`src/sv/assert_macros.svh`:
```
// Assertion macros of the nitrate estimator, used by regional_nitrate_estimator.
// Both macros sample on clk; the first one is masked while rst is high.
`ifndef ASSERT_MACROS_SVH
`define ASSERT_MACROS_SVH
`define ASSERT_CLK(label, prop, msg) \
  label: assert property (@(posedge clk) disable iff (rst) prop) else $error(msg);
`define ASSERT_RST(label, prop, msg) \
  label: assert property (@(posedge clk) prop) else $error(msg);
`endif

```
`src/sv/rne_pkg.sv`:
```
`timescale 1ns / 1ps
// Types, region thresholds, polynomial coefficients and scaling constants
// of the regional nitrate estimator. No dependencies.
package rne_pkg;

  localparam int ACC_W = 56;

  typedef enum logic [2:0] {
    REG_DEFAULT,
    REG_EQUATORIAL,
    REG_GYRE,
    REG_POLAR,
    REG_ARABIAN
  } rne_region_t;

  typedef struct packed {
    logic        valid;
    logic        ok;
    rne_region_t region;
  } rne_tag_t;

  // a6 = A * 1e6, b3 = B * 1000, d3 = D * 1000; all scaled by 1e5
  typedef struct packed {
    logic signed [46:0] a6;
    logic signed [32:0] b3;
    logic signed [19:0] c;
    logic signed [29:0] d3;
    logic signed [15:0] e;
  } rne_coef_t;

  localparam logic signed [17:0] LAT_EQ_LO  = -18'sd18333;
  localparam logic signed [17:0] LAT_HI     = 18'sd30000;
  localparam logic signed [17:0] LAT_AR_LO  = 18'sd5000;
  localparam logic signed [16:0] SST_EQ     = 17'sd20000;
  localparam logic signed [16:0] SST_GYRE   = 17'sd28000;
  localparam logic signed [16:0] SST_POLAR  = 17'sd2000;
  localparam logic signed [20:0] CHL_EQ_LO  = 21'sd240;
  localparam logic signed [20:0] CHL_EQ_HI  = 21'sd10000;
  localparam logic signed [20:0] CHL_GY_LO  = 21'sd300;
  localparam logic signed [20:0] CHL_GY_HI  = 21'sd2000;
  localparam logic signed [20:0] CHL_PO_LO  = 21'sd100;
  localparam logic signed [20:0] CHL_PO_HI  = 21'sd2200;
  localparam logic signed [18:0] LON_AR_LO  = 19'sd45000;
  localparam logic signed [18:0] LON_AR_HI  = 19'sd86666;

  // nitrate = floor((acc + 5e7) / 1e8) = floor(((acc + 5e7) >> 8) / 390625)
  localparam logic signed [ACC_W-1:0] ROUND_HALF = 56'sd50000000;
  localparam logic signed [ACC_W-1:0] SAT_LEVEL  = 56'sd3999950000000;
  localparam logic [31:0]             RECIP      = 32'd2882303761;
  localparam logic [18:0]             DIVISOR    = 19'd390625;
  localparam logic [15:0]             NITRATE_MAX = 16'd40000;

  function automatic rne_coef_t coef_of(input rne_region_t r);
    rne_coef_t k;
    unique case (r)
      REG_EQUATORIAL: k = '{a6: 47'sd34541000000000, b3: -33'sd2340000000,
                            c: 20'sd40000, d3: 30'sd1200000, e: -16'sd48};
      REG_GYRE:       k = '{a6: 47'sd9012000000000, b3: -33'sd602000000,
                            c: 20'sd9000, d3: -30'sd5000000, e: 16'sd0};
      REG_POLAR:      k = '{a6: 47'sd1298000000000, b3: -33'sd1361000000,
                            c: -20'sd416000, d3: -30'sd497000000, e: 16'sd26700};
      REG_ARABIAN:    k = '{a6: 47'sd11914000000000, b3: -33'sd838000000,
                            c: 20'sd15000, d3: -30'sd20000000, e: 16'sd0};
      default:        k = '{a6: 47'sd2568000000000, b3: -33'sd197000000,
                            c: 20'sd4000, d3: -30'sd163000000, e: 16'sd1200};
    endcase
    return k;
  endfunction

endpackage

```
`src/sv/rne_scale.sv`:
```
`timescale 1ns / 1ps
// Rounding, divide-by-1e8 and clamp stages of the nitrate estimator.
// Depends on rne_pkg.
module rne_scale (
  input  logic                            clk,
  input  logic                            rst,
  input  logic                            en,
  input  logic signed [rne_pkg::ACC_W-1:0] acc,
  input  rne_pkg::rne_tag_t               tag_in,
  output logic [15:0]                     nitrate,
  output rne_pkg::rne_tag_t               tag_out
);
  import rne_pkg::*;

  rne_tag_t tag5, tag6, tag7;

  logic                  nonpos5, nonpos6, nonpos7;
  logic                  sat5, sat6, sat7;
  logic [33:0]           y5, y6, y7;
  logic [65:0]           prod6;
  logic [15:0]           q07;
  logic [34:0]           qm7;
  logic signed [ACC_W-1:0] rounded;
  logic [34:0]           rem;
  logic [15:0]           quot;

  assign rounded = acc + ROUND_HALF;
  assign rem     = {1'b0, y7} - qm7;
  assign quot    = (rem >= {16'd0, DIVISOR}) ? q07 + 16'd1 : q07;

  always_ff @(posedge clk) begin
    if (rst) begin
      tag5    <= '0;
      tag6    <= '0;
      tag7    <= '0;
      tag_out <= '0;
    end else if (en) begin
      tag5    <= tag_in;
      tag6    <= tag5;
      tag7    <= tag6;
      tag_out <= tag7;
    end
  end

  always_ff @(posedge clk) begin
    if (en) begin
      nonpos5 <= acc[ACC_W-1] || (acc == '0);
      sat5    <= acc >= SAT_LEVEL;
      y5      <= rounded[41:8];

      prod6   <= y5 * RECIP;
      y6      <= y5;
      nonpos6 <= nonpos5;
      sat6    <= sat5;

      q07     <= prod6[65:50];
      qm7     <= prod6[65:50] * DIVISOR;
      y7      <= y6;
      nonpos7 <= nonpos6;
      sat7    <= sat6;

      if (!tag7.ok || nonpos7) begin
        nitrate <= 16'd0;
      end else if (sat7) begin
        nitrate <= NITRATE_MAX;
      end else begin
        nitrate <= quot;
      end
    end
  end

endmodule

```
`config.mk`:
```
export PLATFORM = sky130hd
export DESIGN_NAME = rne_scale
export DESIGN_NICKNAME = d
export VERILOG_FILES = /design/src/sv/assert_macros.svh /design/src/sv/rne_pkg.sv /design/src/sv/rne_scale.sv
export SDC_FILE = /design/constraint.sdc
export NUM_CORES = 2
export LEC_CHECK = 0
export BUFFER_PORTS_ARGS = -buffer_cell sky130_fd_sc_hd__buf_2
export CAP_MARGIN = 10
export CORE_UTILIZATION = 55
export CTS_CLUSTER_SIZE = 25
export DETAILED_ROUTE_END_ITERATION = 8
export GPL_TIMING_DRIVEN = 0
export PLACE_DENSITY = 0.81
export SYNTH_ARGS = -nofsm -noshare
export SYNTH_HDL_FRONTEND = slang
export SYNTH_SLANG_ARGS = --single-unit
```
`constraint.sdc`:
```
create_clock -name clk -period 7.3 [get_ports clk]
set_input_delay 0.365 -clock clk [delete_from_list [all_inputs] [get_ports clk]]
set_output_delay 0.365 -clock clk [all_outputs]
set_load 0.05 [all_outputs]
```
==> key figures <==
Status
  – Status: finished, violations left
  – Failing checks: negative setup slack

CTS
  – TritonCTS clock tree: yes
  – Root Driver: clkbuf_16
  – TritonCTS buffer count: 25
  – Clock latency at the later pin of the worst-skew pair: 0.58 ns
  – Clock-pin slew on the worst setup and hold paths: 0.06 ns
  – Worst-case clock buffer depth: 3
  – Clock Sinks: 206
  – # H-tree levels: 1

Synthesis
  – Mux contribution to synthesized area: 0.677%
  – Post-Synth Simple-Gate Area: 5.57%
  – Synthesis Warnings: 0
  – Sequential fraction of the synthesis area: 18.3%
  – Synthesized area: 0.0327 mm²
  – Post-synth cell types: 93
  – Syn nets: 4230
  – Post-synth top area cell: fa_1
  – Adder-Cell Fraction of Synth Area: 54.7%
  – Synth async-reset ratio: 0%
  – Count of state elements after synthesis: 206
  – Synthesized instance count: 3052
  – Synth top area cells: fa_1, ha_1, edfxtp_1
  – Share of the synthesized area in the top cell type: 32.3%
  – Post-Synth XOR/XNOR Area: 2.79%
  – Compound-cell area share of the yosys netlist: 7.16%
  – Largest family of logic cells by synthesized area: adder cells
  – Syn_area_per_cell: 10.7 µm²
  – Most used DFF post-synth: edfxtp_1
  – Number of flops mapped to enable cells by yosys: 186

Setup path
  – CP max FO: 4
  – CP required: 7.60 ns
  – CP Launch Type: flip-flop
  – R2R Setup Slk: -0.53 ns
  – WS Path Type: flip-flop to flip-flop
  – Crit path arrival time: 8.14 ns
  – Setup crit end kind: flip-flop

Routing
  – Vias per cell: 5.64
  – Routed Antenna Nets: 0
  – DRC Markers: 0
  – Iteration-0 DRC Markers: 1712
  – WL/cell: 20.6 µm
  – Routed wire length: 84.3 mm
  – DR vias: 23069
  – DR pass1 iterations: 5

STA
  – Tcrit/Tclk final: 107%
  – Slew Viols, Final: 0
  – Relative slew slack: 45.9%
  – Final Hold Violating Endpoints: 0
  – Worst Max-Slew Pin Slew: 0.791 ns
  – RSZ-0062 raised after global routing: yes
  – Highest Clock Rate: 128 MHz
  – Tmin final: 7.83 ns
  – Final WS setup: -0.534 ns
  – Setup violators final: 9
  – Clock Skew: 0.0334 ns

Global route
  – First-pass GRT wire length: 133 mm
  – Antenna violations before repair: 1
  – GRT overflow: 0
  – Vias in the first global route: 25044
  – GRT Total Usage: 28.7%
  – Pin count of the biggest net entering global routing: 137

Die
  – Chip Width: 246 µm
  – Initial Util: 56.1%
  – # rows: 88
  – Core ar.: 0.0582 mm²
  – Die Ht: 246 µm
  – I/O pins: 85
  – Die footprint: 0.0604 mm²

Place
  – Final Wtd Congestion: 0.959
  – HPWL Detailed: 61.9 mm
  – Post-place setup slack: -1.38 ns
  – PortBufs: 81
  – Placed cells: 3899

Final layout
  – Layout net count: 4481
  – Commonest non-fill, non-tap cell in the layout: inv_1
  – Fin util: 63.1%
  – P&R area growth vs syn: 12.4%
  – Layout cell share with drive strength beyond 1: 12.1%
  – Final std cells w/o fill: 4089
  – Commonest non-fill, non-tap cells in the layout: inv_1, ha_1, fa_1

Flow run
  – Maxcap violations: 0

Hold path
  – Hold Path Class: input port to flip-flop
area by class of cell:
| type | count | area, µm² |
|---|---|---|
| buffer | 24 | 176 |
| clock buffer | 31 | 648 |
| tap | 765 | 957 |
| sequential | 206 | 5990 |
| clock inverter | 15 | 259 |
| inverter | 889 | 3340 |
| fill | 4255 | 21500 |
| timing repair buffer | 224 | 1700 |
| antenna | 2 | 5.00 |
| multi-input combinational | 1933 | 23700 |
state kept, by name, indices dropped and copies added (netlist names), 16 cells and up:
signal   count
nitrate     16
y7          34
y5          34
q07         16
prod6       16
y6          34
qm7         30
what timing repair did:
item                       CTS  global route
setup endpoints to repair   17            18
resized for setup           52            52
buffers inserted           121            25
hold buffers                 0             0
hold endpoints to repair     0             0
pin swaps                   53            55
logic make-up after synthesis:
logic type	count (synthesis)
AO/OA/AOI/OAI	337
buffers and inverters	913
multiplexers	22
XOR/XNOR	102
flip-flops	206
AND/OR/NAND/NOR	358
adder cells (fa/ha/maj)	1114
per-stage QoR:
step	setup TNS (ns)	hold WS (ns)	instance area, µm²
after detailed placement	-13.65	0.405	34100
after CTS	-0.931	0.0310	36400
final	-2.29	0.0509	36700
after global routing	-3.97	0.0527	36700
after floorplan	0	0.400	32700
after global placement	-12.49	0.401	34100
layer usage:
| layer | vias to the layer above | global-route usage (%) | share of wire [%] |
|---|---|---|---|
| li1 | 10315 | - | - |
| met1 | 11332 | 35.5 | 38 |
| met2 | 1060 | 47.6 | 48 |
| met3 | 362 | 6.13 | 8.8 |
| met4 | 0 | 14.4 | 6.0 |
| met5 | - | 0 | 0 |
critical path, stage by stage (launching register included):
cell and delay [ns]:
edfxtp_1 0.53, buf_6 0.18, buf_6 0.11, fa_1 0.53, inv_1 0.09, fa_2 0.61, fa_1 0.45, fa_1 0.52
inv_1 0.05, fa_1 0.46, fa_1 0.53, fa_1 0.60, ha_4 0.23, ha_4 0.26, a21o_1 0.19, a21o_1 0.19
nor3_4 0.15, o31ai_4 0.10, a2111oi_4 0.37, buf_6 0.17, a21oi_4 0.06, o31a_1 0.27, a41o_1 0.22, o21a_1 0.21
o21a_1 0.20, nor2_2 0.16, xnor2_2 0.09
synthesized netlist by cell type, types with 10 or more instances:
| cell | number |
|---|---|
| nor3_1 | 26 |
| nand4_1 | 26 |
| dfxtp_1 | 20 |
| xnor2_1 | 64 |
| nand2_1 | 70 |
| ha_1 | 587 |
| a31oi_1 | 13 |
| and3_1 | 14 |
| a21oi_1 | 82 |
| inv_1 | 889 |
| nor2_1 | 105 |
| nand2b_1 | 15 |
| fa_1 | 527 |
| mux2i_1 | 21 |
| a21o_1 | 51 |
| nand3_1 | 34 |
| o21a_1 | 20 |
| xor2_1 | 37 |
| nor4_1 | 14 |
| o21ai_0 | 54 |
| o211ai_1 | 12 |
| edfxtp_1 | 186 |
| nor2b_1 | 10 |
path summary, 6_finish.rpt:
kind | from | end | depth (start not counted)
max | y5[25] | prod6[65] | 26
min | tag_in[0] | tag5[0] | 3
max reg2reg | y5[25] | prod6[65] | 26
min reg2reg | y6[0] | y7[0] | 0
Power is left out: the tool's default activity adds up to more than one toggle a clock period on the data nets, which glitch-free logic cannot reach.
